## src/sv/fdc_regs_pkg.sv

```systemverilog
// Shared types, codes and helpers for the floppy controller register block.
`default_nettype none

package fdc_regs_pkg;

  localparam int BUFFER_BYTES = 128;
  localparam int IDX_W = $clog2(BUFFER_BYTES);

  typedef logic [IDX_W-1:0] idx_t;

  typedef enum logic [1:0] {
    REQ_BUS_READ  = 2'd0,
    REQ_BUS_WRITE = 2'd1,
    REQ_DISK_PUT  = 2'd2,
    REQ_DISK_GET  = 2'd3
  } req_type_t;

  typedef enum logic [2:0] {
    CMD_FILL       = 3'd0,
    CMD_DRAIN      = 3'd1,
    CMD_WRITE      = 3'd2,
    CMD_READ       = 3'd3,
    CMD_FORMAT     = 3'd4,
    CMD_STATUS     = 3'd5,
    CMD_WRITE_MARK = 3'd6,
    CMD_ERROR      = 3'd7
  } cmd_t;

  typedef enum logic [1:0] {
    SREQ_NONE  = 2'd0,
    SREQ_READ  = 2'd1,
    SREQ_WRITE = 2'd2
  } sreq_t;

  localparam logic REG_CMD  = 1'b0;
  localparam logic REG_DATA = 1'b1;

  localparam logic [3:0] ERR_NOT_FOUND  = 4'd7;
  localparam logic [7:0] STATUS_NO_MEDIA = 8'h80;
  localparam logic [7:0] BOOT_TRACK     = 8'd1;
  localparam logic [7:0] BOOT_SECTOR    = 8'd1;

  typedef struct packed {
    logic       en;
    idx_t       addr;
    logic [7:0] data;
  } buf_wr_t;

  typedef struct packed {
    logic en;
    idx_t addr;
  } buf_rd_t;

  function automatic idx_t idx_next(input idx_t idx);
    idx_t r;
    if (idx == idx_t'(BUFFER_BYTES - 1)) begin
      r = '0;
    end else begin
      r = idx + idx_t'(1);
    end
    return r;
  endfunction

endpackage

`default_nettype wire

```

## src/sv/floppy_controller_registers_core.sv

```systemverilog
// Top level of the two-register floppy controller with its sector buffer.
//
// The block stalls its input until each word is done. First the sector
// buffer is read at the host or disk index, and after that the controller
// state is updated, the buffer is written back and the result word is loaded
// into the output register. A result waiting in the output register does not
// block acceptance of the next word; the update cycle waits only while that
// register is still full and stalled. The buffer reads as zeros after reset
// through a written flag per entry, so no clearing pass is needed.
`default_nettype none

module floppy_controller_registers_core (
  input  logic       clk,
  input  logic       rst,
  input  logic       in_valid,
  output logic       in_stall,
  input  logic [1:0] req_type,
  input  logic       reg_select,
  input  logic [7:0] data_in,
  input  logic [1:0] drive_loaded,
  output logic       out_valid,
  input  logic       out_stall,
  output logic [7:0] read_data,
  output logic       motor_stop,
  output logic       drive_select,
  output logic [1:0] sector_request,
  output logic [7:0] req_track,
  output logic [7:0] req_sector
);
  import fdc_regs_pkg::*;

  typedef enum logic {
    ST_IDLE,
    ST_EXEC
  } state_t;

  state_t     state;
  req_type_t  it_type;
  logic       it_reg;
  logic [7:0] it_value;
  logic [1:0] it_loaded;

  idx_t       host_index, host_index_next;
  idx_t       disk_index, disk_index_next;
  cmd_t       command, command_next;
  logic [1:0] param_count, param_count_next;
  logic [7:0] param_sector, param_sector_next;
  logic       xfer, xfer_next;
  logic       irq_en, irq_en_next;
  logic       err_valid, err_valid_next;
  logic [3:0] err_code, err_code_next;
  logic       done, done_next;
  logic       drive, drive_next;
  logic [7:0] latch, latch_next;
  logic       motor, motor_next;

  logic [7:0] rd_res;
  sreq_t      sreq_res;
  logic [7:0] trk_res;
  logic [7:0] sec_res;

  buf_wr_t    buf_wr;
  buf_rd_t    buf_rd;
  logic [7:0] buf_q;

  logic       accept;
  logic       commit;
  logic       media_cur;
  logic       media_new;
  cmd_t       cmd_in;
  sreq_t      sreq_r;

  assign in_stall = (state != ST_IDLE);
  assign accept   = in_valid && !in_stall;
  assign commit   = (state == ST_EXEC) && (!out_valid || !out_stall);

  assign buf_rd.en   = accept;
  assign buf_rd.addr = (req_type == REQ_DISK_GET) ? disk_index : host_index;

  fdc_regs_buf u_buf (
    .clk     (clk),
    .rst     (rst),
    .wr      (buf_wr),
    .rd      (buf_rd),
    .rd_data (buf_q)
  );

  assign media_cur = it_loaded[drive];
  assign media_new = it_loaded[it_value[4]];
  assign cmd_in    = cmd_t'(it_value[3:1]);

  always_comb begin
    host_index_next   = host_index;
    disk_index_next   = disk_index;
    command_next      = command;
    param_count_next  = param_count;
    param_sector_next = param_sector;
    xfer_next         = xfer;
    irq_en_next       = irq_en;
    err_valid_next    = err_valid;
    err_code_next     = err_code;
    done_next         = done;
    drive_next        = drive;
    latch_next        = latch;
    motor_next        = motor;
    rd_res            = 8'd0;
    sreq_res          = SREQ_NONE;
    trk_res           = 8'd0;
    sec_res           = 8'd0;
    buf_wr.en         = 1'b0;
    buf_wr.addr       = disk_index;
    buf_wr.data       = it_value;

    case (it_type)
      REQ_BUS_READ: begin
        if (it_reg == REG_CMD) begin
          rd_res = {xfer, irq_en, err_valid, done, err_valid ? err_code : 4'd0};
        end else begin
          if (command == CMD_DRAIN) begin
            latch_next      = buf_q;
            host_index_next = idx_next(host_index);
          end
          if (command == CMD_ERROR) begin
            latch_next     = {4'd0, err_valid ? err_code : 4'd0};
            err_valid_next = 1'b0;
            err_code_next  = 4'd0;
            done_next      = 1'b1;
          end
          rd_res = latch_next;
        end
      end
      REQ_BUS_WRITE: begin
        if (it_reg == REG_CMD) begin
          if (it_value[7]) begin
            irq_en_next     = 1'b0;
            drive_next      = 1'b0;
            command_next    = CMD_FILL;
            xfer_next       = 1'b0;
            err_valid_next  = 1'b0;
            err_code_next   = 4'd0;
            motor_next      = 1'b1;
            host_index_next = '0;
            done_next       = 1'b1;
            if (it_loaded[0]) begin
              sreq_res        = SREQ_READ;
              trk_res         = BOOT_TRACK;
              sec_res         = BOOT_SECTOR;
              disk_index_next = '0;
            end
          end else begin
            irq_en_next  = it_value[6];
            drive_next   = it_value[4];
            command_next = cmd_in;
            done_next    = 1'b0;
            if (it_value[0]) begin
              case (cmd_in)
                CMD_FILL, CMD_DRAIN: begin
                  host_index_next = '0;
                  xfer_next       = 1'b1;
                  done_next       = 1'b1;
                  if (!media_new) begin
                    err_valid_next = 1'b1;
                    err_code_next  = ERR_NOT_FOUND;
                  end
                end
                CMD_FORMAT: begin
                  done_next = 1'b1;
                  if (!media_new) begin
                    err_valid_next = 1'b1;
                    err_code_next  = ERR_NOT_FOUND;
                  end
                end
                CMD_READ, CMD_WRITE, CMD_WRITE_MARK: begin
                  param_count_next = 2'd0;
                  xfer_next        = 1'b1;
                  motor_next       = 1'b0;
                end
                CMD_STATUS: begin
                  latch_next = media_new ? 8'd0 : STATUS_NO_MEDIA;
                  done_next  = 1'b1;
                end
                default: begin
                  xfer_next = 1'b1;
                  done_next = 1'b0;
                end
              endcase
            end
          end
        end else begin
          latch_next = it_value;
          if (command == CMD_FILL) begin
            buf_wr.en       = commit;
            buf_wr.addr     = host_index;
            host_index_next = idx_next(host_index);
          end else if (command == CMD_READ || command == CMD_WRITE ||
                       command == CMD_WRITE_MARK) begin
            if (param_count == 2'd0) begin
              param_sector_next = it_value;
              param_count_next  = 2'd1;
            end else if (param_count == 2'd1) begin
              param_count_next = 2'd2;
              done_next        = 1'b1;
              xfer_next        = 1'b0;
              motor_next       = 1'b1;
              if (media_cur) begin
                sreq_res        = (command == CMD_READ) ? SREQ_READ : SREQ_WRITE;
                sec_res         = param_sector;
                trk_res         = it_value;
                disk_index_next = '0;
                host_index_next = '0;
              end else begin
                err_valid_next = 1'b1;
                err_code_next  = ERR_NOT_FOUND;
              end
            end
          end
        end
      end
      REQ_DISK_PUT: begin
        buf_wr.en       = commit;
        disk_index_next = idx_next(disk_index);
      end
      REQ_DISK_GET: begin
        rd_res          = buf_q;
        disk_index_next = idx_next(disk_index);
      end
      default: begin
        rd_res = 8'd0;
      end
    endcase
  end

  always_ff @(posedge clk) begin
    if (rst) begin
      state        <= ST_IDLE;
      out_valid    <= 1'b0;
      host_index   <= '0;
      disk_index   <= '0;
      command      <= CMD_FILL;
      param_count  <= 2'd0;
      param_sector <= 8'd0;
      xfer         <= 1'b0;
      irq_en       <= 1'b0;
      err_valid    <= 1'b0;
      err_code     <= 4'd0;
      done         <= 1'b0;
      drive        <= 1'b0;
      latch        <= 8'd0;
      motor        <= 1'b1;
    end else begin
      case (state)
        ST_IDLE: begin
          if (out_valid && !out_stall) begin
            out_valid <= 1'b0;
          end
          if (accept) begin
            state <= ST_EXEC;
          end
        end
        ST_EXEC: begin
          if (commit) begin
            state        <= ST_IDLE;
            out_valid    <= 1'b1;
            host_index   <= host_index_next;
            disk_index   <= disk_index_next;
            command      <= command_next;
            param_count  <= param_count_next;
            param_sector <= param_sector_next;
            xfer         <= xfer_next;
            irq_en       <= irq_en_next;
            err_valid    <= err_valid_next;
            err_code     <= err_code_next;
            done         <= done_next;
            drive        <= drive_next;
            latch        <= latch_next;
            motor        <= motor_next;
          end
        end
        default: begin
          state <= ST_IDLE;
        end
      endcase
    end
  end

  always_ff @(posedge clk) begin
    if (accept) begin
      it_type   <= req_type_t'(req_type);
      it_reg    <= reg_select;
      it_value  <= data_in;
      it_loaded <= drive_loaded;
    end
    if (commit) begin
      read_data    <= rd_res;
      motor_stop   <= motor_next;
      drive_select <= drive_next;
      sreq_r       <= sreq_res;
      req_track    <= trk_res;
      req_sector   <= sec_res;
    end
  end

  assign sector_request = sreq_r;

`ifndef SYNTH
  a_one_word_in_flight: assert property (@(posedge clk) disable iff (rst)
    accept |=> in_stall)
    else $error("A second word was accepted while one was still in flight.");

  a_request_code: assert property (@(posedge clk) disable iff (rst)
    out_valid |-> (sector_request == SREQ_NONE || sector_request == SREQ_READ ||
                   sector_request == SREQ_WRITE))
    else $error("The sector request code is out of range.");

  a_idle_request_clean: assert property (@(posedge clk) disable iff (rst)
    (out_valid && sector_request == SREQ_NONE) |-> (req_track == 8'd0 && req_sector == 8'd0))
    else $error("Track or sector is nonzero without a sector request.");
`endif

endmodule

`default_nettype wire

```

## src/sv/fdc_regs_buf.sv

```systemverilog
// Sector buffer memory with one write port, one registered read port and per-entry written flags.
`default_nettype none

module fdc_regs_buf (
  input  logic                  clk,
  input  logic                  rst,
  input  fdc_regs_pkg::buf_wr_t wr,
  input  fdc_regs_pkg::buf_rd_t rd,
  output logic [7:0]            rd_data
);
  import fdc_regs_pkg::*;

  logic [7:0]              mem [BUFFER_BYTES];
  logic [BUFFER_BYTES-1:0] written;
  logic [7:0]              q;
  logic                    q_valid;

  always_ff @(posedge clk) begin
    if (wr.en) begin
      mem[wr.addr] <= wr.data;
    end
    if (rd.en) begin
      q <= mem[rd.addr];
    end
  end

  always_ff @(posedge clk) begin
    if (rst) begin
      written <= '0;
      q_valid <= 1'b0;
    end else begin
      if (wr.en) begin
        written[wr.addr] <= 1'b1;
      end
      if (rd.en) begin
        q_valid <= written[rd.addr];
      end
    end
  end

  assign rd_data = q_valid ? q : 8'd0;

endmodule

`default_nettype wire
```

## config.mk

```make
export PLATFORM = sky130hd
export DESIGN_NAME = floppy_controller_registers_core
export DESIGN_NICKNAME = d
export VERILOG_FILES = /design/src/sv/fdc_regs_pkg.sv /design/src/sv/floppy_controller_registers_core.sv /design/src/sv/fdc_regs_buf.sv
export SDC_FILE = /design/constraint.sdc
export NUM_CORES = 2
export LEC_CHECK = 0
export BUFFER_PORTS_ARGS = -buffer_cell sky130_fd_sc_hd__buf_2
export CAP_MARGIN = 20
export CORE_MARGIN = 2
export CORE_UTILIZATION = 34
export DETAILED_ROUTE_END_ITERATION = 10
export PLACE_DENSITY = 0.5
export SLEW_MARGIN = 20
export SYNTH_ARGS = -nofsm -noshare
export SYNTH_HDL_FRONTEND = slang
export SYNTH_SLANG_ARGS = --single-unit
```

## constraint.sdc

```tcl
create_clock -name clk -period 11.3 [get_ports clk]
set_input_delay 1.13 -clock clk [delete_from_list [all_inputs] [get_ports clk]]
set_output_delay 1.13 -clock clk [all_outputs]
set_load 0.05 [all_outputs]
```

Word-level counts from Yosys, hierarchy flattened
Memories as Yosys holds them, arrays and structs flattened. A register that Yosys moved wholly into a read port is not among the register bits.
Cells that the tools add are included.
- memories: 1
- output and inout bits: 30
- memory bits (writable): 1024
- bits of input ports: 17
- logic and storage cells: 267
- register bits after elaboration: 217
- memory list (memory ; words ; bits a word ; read ports ; clocked after memory_dff ; wr ports ; RTL line ; RTL):
    u_buf.mem ; 128 ; 8 ; 1 ; 1 ; 1 ; fdc_regs_buf.sv:13 ; logic [7:0] mem [BUFFER_BYTES];
- reduce and logical (&&, ||, !) cells: 36
- muxes and demuxes: 143
- $add $sub $neg: 2
- bitwise gates (word level): 4
- eq/ne operators: 49
- order comparisons: 5
- operator list (operator ; number):
    $mux W8 ; 24
    $mux W7 ; 19
    $or A128 B128 Y128 ; 1
    $mux W1 ; 59
    $mux W4 ; 13
    $pmux W8 S2 ; 2
    $mux W2 ; 15
    $ne A3 B3 Y1 const B ; 10
    $ne A4 B4 Y1 const B ; 7
    $pmux W7 S2 ; 2
    $reduce_and A9 Y1 ; 3
    $lt A7 B8 Y1 const B ; 2
    $eq A3 B3 Y1 const B ; 5
    $add A7 B1 Y7 const B ; 2
    $eq A7 B7 Y1 const B ; 2
    $ne A2 B2 Y1 const B ; 7
    $reduce_and A7 Y1 ; 2
    $reduce_and A13 Y1 ; 1
    $eq A3 B2 Y1 const B ; 4
    $reduce_and A11 Y1 ; 1
    $pmux W1 S2 ; 5
    $reduce_and A10 Y1 ; 1
    $pmux W4 S2 ; 1
    $reduce_bool A2 Y1 ; 4
    other kinds (24) ; 47

Longest topological paths before layout
- word-level depth: 11
- depth in mapped cells: 13
- gate-level depth less buffers: 10

Cells and area by module
Synthesis repeated with hierarchy kept, for this count alone.
- cells, all modules: 2563
- area, all modules: 48651.7 µm²
- modules (own cells, without submodules) (module ; cells each ; times used ; sequential area each (µm²) ; area an instance (µm²)):
    fdc_regs_buf ; 2149 ; 1 ; 33572.2 ; 44467.6
    floppy_controller_registers_core ; 414 ; 1 ; 2092.0 ; 4184.0

Worst setup path after synthesis
No wires, ideal clock.
- path kind: register -> register
- from: reg it_value[7]
- to: reg disk_index[5]
- cell stages (with the launch flop): 8
- buffers on the path: 1
- arrival: 3.495 ns
- data required time: 11.185 ns
- setup time: 0.115 ns
- setup slack: 7.690 ns
- period minus slack after synthesis: 3.610 ns
- path through: edfxtp_1 clkbuf_1 a21oi_1 a2111oi_2 nor2b_1 nand4_1 xnor2_1 and2_1
- word-level cells in the longest chain between the ends: 2
- ends and longest elaborated chain (what ; RTL line ; RTL):
    from (decl) ; floppy_controller_registers_core.sv:40 ; logic [7:0] it_value;
    from (signal assigned) ; floppy_controller_registers_core.sv:290 ; it_value <= data_in;
    $ne A3 B3 Y1 (no source line) ; -- ;
    $reduce_and A10 Y1 (no source line) ; -- ;
    to (signal assigned) ; floppy_controller_registers_core.sv:265 ; disk_index <= disk_index_next;
    to (decl) ; floppy_controller_registers_core.sv:44 ; idx_t disk_index, disk_index_next;
Every way passes these cells.
A chain may end at the register's enable or synchronous reset.

Final worst setup path
- from: in req_type[1]
- to: reg u_buf.q[7], read port of u_buf.mem (data pin)
- word-level cells in the longest chain between the ends: 2
- ends and longest elaborated chain (what ; RTL line ; RTL):
    from (decl) ; floppy_controller_registers_core.sv:17 ; input logic [1:0] req_type,
    $eq A2 B2 Y1 ; floppy_controller_registers_core.sv:78 ; assign buf_rd.addr = (req_type == REQ_DISK_GET) ? disk_index : host_index;
    $mux W7 ; floppy_controller_registers_core.sv:78 ;
    to (decl) ; fdc_regs_buf.sv:15 ; logic [7:0] q;
Every way passes these cells.

==> metrics.txt <==
Finished Layout Cells=about 5,900; width of the die=around 390 um; syn_nets=between 3,000 and 4,000; ys async rst share=0%; max reg flops=slightly above 1,000; Clock Latency Late Sink=770 ps; hold crit path type=reg -> reg; Final nets=3,896; Peak VDD IR=~0.00015 V; CORE AREA=145,400 sq um; total CTS buffers=approximately 140; Top reg by flops=u_buf.mem; Power Density=173.7 nW/um^2; die height=approximately 390 um; fin crit share=between 40% and 50%; Fin Hold WS=between 400 and 500 ps; Post-synth top flop=edfxtp_1; count of pins over their slew limit=0; count leader, synth=edfxtp_1; register bit total from synthesis=1,245; starting density of the core=about 34%; antenna-violating nets left=0; CTS root buf=clkbuf_16; Worst EP required=~12,000 ps; All-Layer GR Usage=about a fifth; Synth area leader=edfxtp_1; share of cells above drive strength 1=around 11%; CP Class=in -> reg; number of synthesized flops with an enable pin=approximately 1,100; synthesized-area fraction occupied by adder cells=less than 1%; largest net degree at the start of global routing=147; synth warn=0; share of the synthesized area in the top cell type=between 60% and 70%; GPL Wtd Cong=0.8101; Mean Syn Cell Area=12.92 sq um; Rows=140; CTS Sinks=about 1,200; setup bufs post-CTS=0; post_cts resized=0; H-tree depth=4; port bufs=46; Rel. slew slack=21.73%; Hold Vio Cnt, Final=0; setup TNS=0 ps; met3 usage=about 3.1%; dominant cells by area after synthesis=edfxtp_1, dfxtp_1, nand2_1; DRC violations left=0; worst-margin pin slew=around 1100 ps; Setup crit end kind=flop; WL/cell=between 20 and 30 um; Vias=between 30,000 and 40,000; CTS tree=done; Ports=47; Post-Syn Area=49,680 sq um; met2 Usage GRT=31.18%; biggest regs=u_buf.mem x1024, u_buf.written x128; top post-synthesis cells by count=edfxtp_1, nand2_1, nor2_1; Worst setup SP type=input port; status=completed; global route overflow=0; dpl hpwl=87.14 mm; Tmin final=approximately 5000 ps; compound-gate portion of the synthesized area=5.858%; multiplexer area fraction after synthesis=roughly 5.0%; Routed Wire Length=149.1 mm; cells after synthesis=about 3,800; Seq/Total Area, Yosys=71.79%; RSZ-0062 raised after global routing=no; # setup viols final=0; Iteration-0 DRC Markers=3,653; largest family of logic cells by synthesized area=simple AND/OR/NAND/NOR gates; Placed Instances=around 5,700; First-pass DRT Iterations=5; antenna violations before repair=9; CP Max Fanout=about 120; CTS Hold Bufs=0; Clock transition at path regs=approximately 60 ps; Worst Skew=24.64 ps; post-synthesis cell type count=between 70 and 80; FMAX=0.2008 GHz; placed inst area=about 52,000 sq um; synth-to-layout area growth=13.61%; clk buf depth=3; Via density=5.418; Lkg Pwr=18.59 nW; Post-Synth Simple-Gate Area=14.86%; final core utilization=between 30% and 40%; max cap viols=0; Die ar.=roughly 150,000 sq um; Post-Synth XOR/XNOR Area=0.1587%; met1 usage=between 20% and 30%; first-pass GRT wire length=between 200 and 250 mm; Worst EP arrival=about 5400 ps; gr busiest metal=met2; Post-Layout Inst Area=56,440 sq um; vias in the first global route=roughly 31,000
==> logic make-up (layout without fill, tap and decap cells) <==
logic type	after synthesis	count (layout)
AO/OA/AOI/OAI	440	440
multiplexers	163	163
other	0	1
XOR/XNOR	9	9
adder cells (fa/ha/maj)	6	6
AND/OR/NAND/NOR	1732	1732
buffers and inverters	249	386
flip-flops	1245	1245
==> per-stage QoR <==
stage | setup WS [ps] | total power [mW]
final | 6319 | 9.804
after global routing | 6128 | 10.08
after CTS | 6231 | 9.888
after detailed placement | 5417 | 5.509
after global placement | 5533 | 5.507
after floorplan | 7690 | 5.358
==> area by class of cell <==
| type | instances | area (sq um) |
|---|---|---|
| Antenna cell | 1 | 2.502 |
| Clock buffer | 180 | 3787 |
| Clock inverter | 66 | 583.1 |
| Fill cell | 13810 | 88950 |
| Inverter | 13 | 48.80 |
| Multi-Input combinational cell | 2350 | 13070 |
| Sequential cell | 1245 | 35660 |
| Tap cell | 1917 | 2399 |
| Timing Repair Buffer | 127 | 885.9 |
==> path summary, 6_finish.rpt <==
check	to	from	slack, ps	cells past startpoint
max reg2reg	u_buf.q[7]	host_index[0]	6390	10
min	u_buf.written[114]	u_buf.written[114]	470	2
max	u_buf.q[7]	req_type[1]	6320	11
min reg2reg	u_buf.written[114]	u_buf.written[114]	470	2
==> per-layer routing <==
metal	wire length, um	share of wire [%]
met2	69840	47
met4	4075	2.7
met1	66110	44
met5	0	0
met3	9103	6.1
==> power by group <==
group / switching [mW] / internal [mW] / leakage [nW] / total [mW]
combinational: 0.296 / 0.0823 / 5.40 / 0.379
sequential: 0.0162 / 5.01 / 11.0 / 5.03
clock: 1.83 / 2.56 / 2.14 / 4.40
==> worst max-delay path: stages <==
cell and delay (ps):
buf_2 220, a21bo_1 250, and2_4 590, buf_12 580, buf_4 810, mux2i_1 260, a32oi_1 90, nand4_1 230
a21oi_1 160, a2111oi_0 920, nand2_1 140
==> layout by cell type, fill, tap and decap left out, drive strengths merged, types with 5 or more instances in the layout <==
cell,Yosys,routed
nor3,18,18
nor3b,5,5
nor2,362,362
dfxtp,172,172
nand4,94,94
mux2,6,6
a32oi,63,63
mux2i,89,89
mux4,68,68
bufinv,0,9
and2,7,7
buf,113,127
a21oi,161,161
nand2b,14,14
clkbuf,123,180
nor2b,6,6
xnor2,8,8
a31oi,63,63
o21a,13,13
and3,30,30
a211oi,13,13
a2111oi,18,18
o22ai,7,7
edfxtp,1073,1073
o31ai,6,6
a22oi,21,21
nand3,315,315
nand2,865,865
ha,6,6
inv,12,19
o21ai,36,36
or3,5,5
clkinv,1,48
a311oi,7,7
Power figures use the tool's default switching activity.
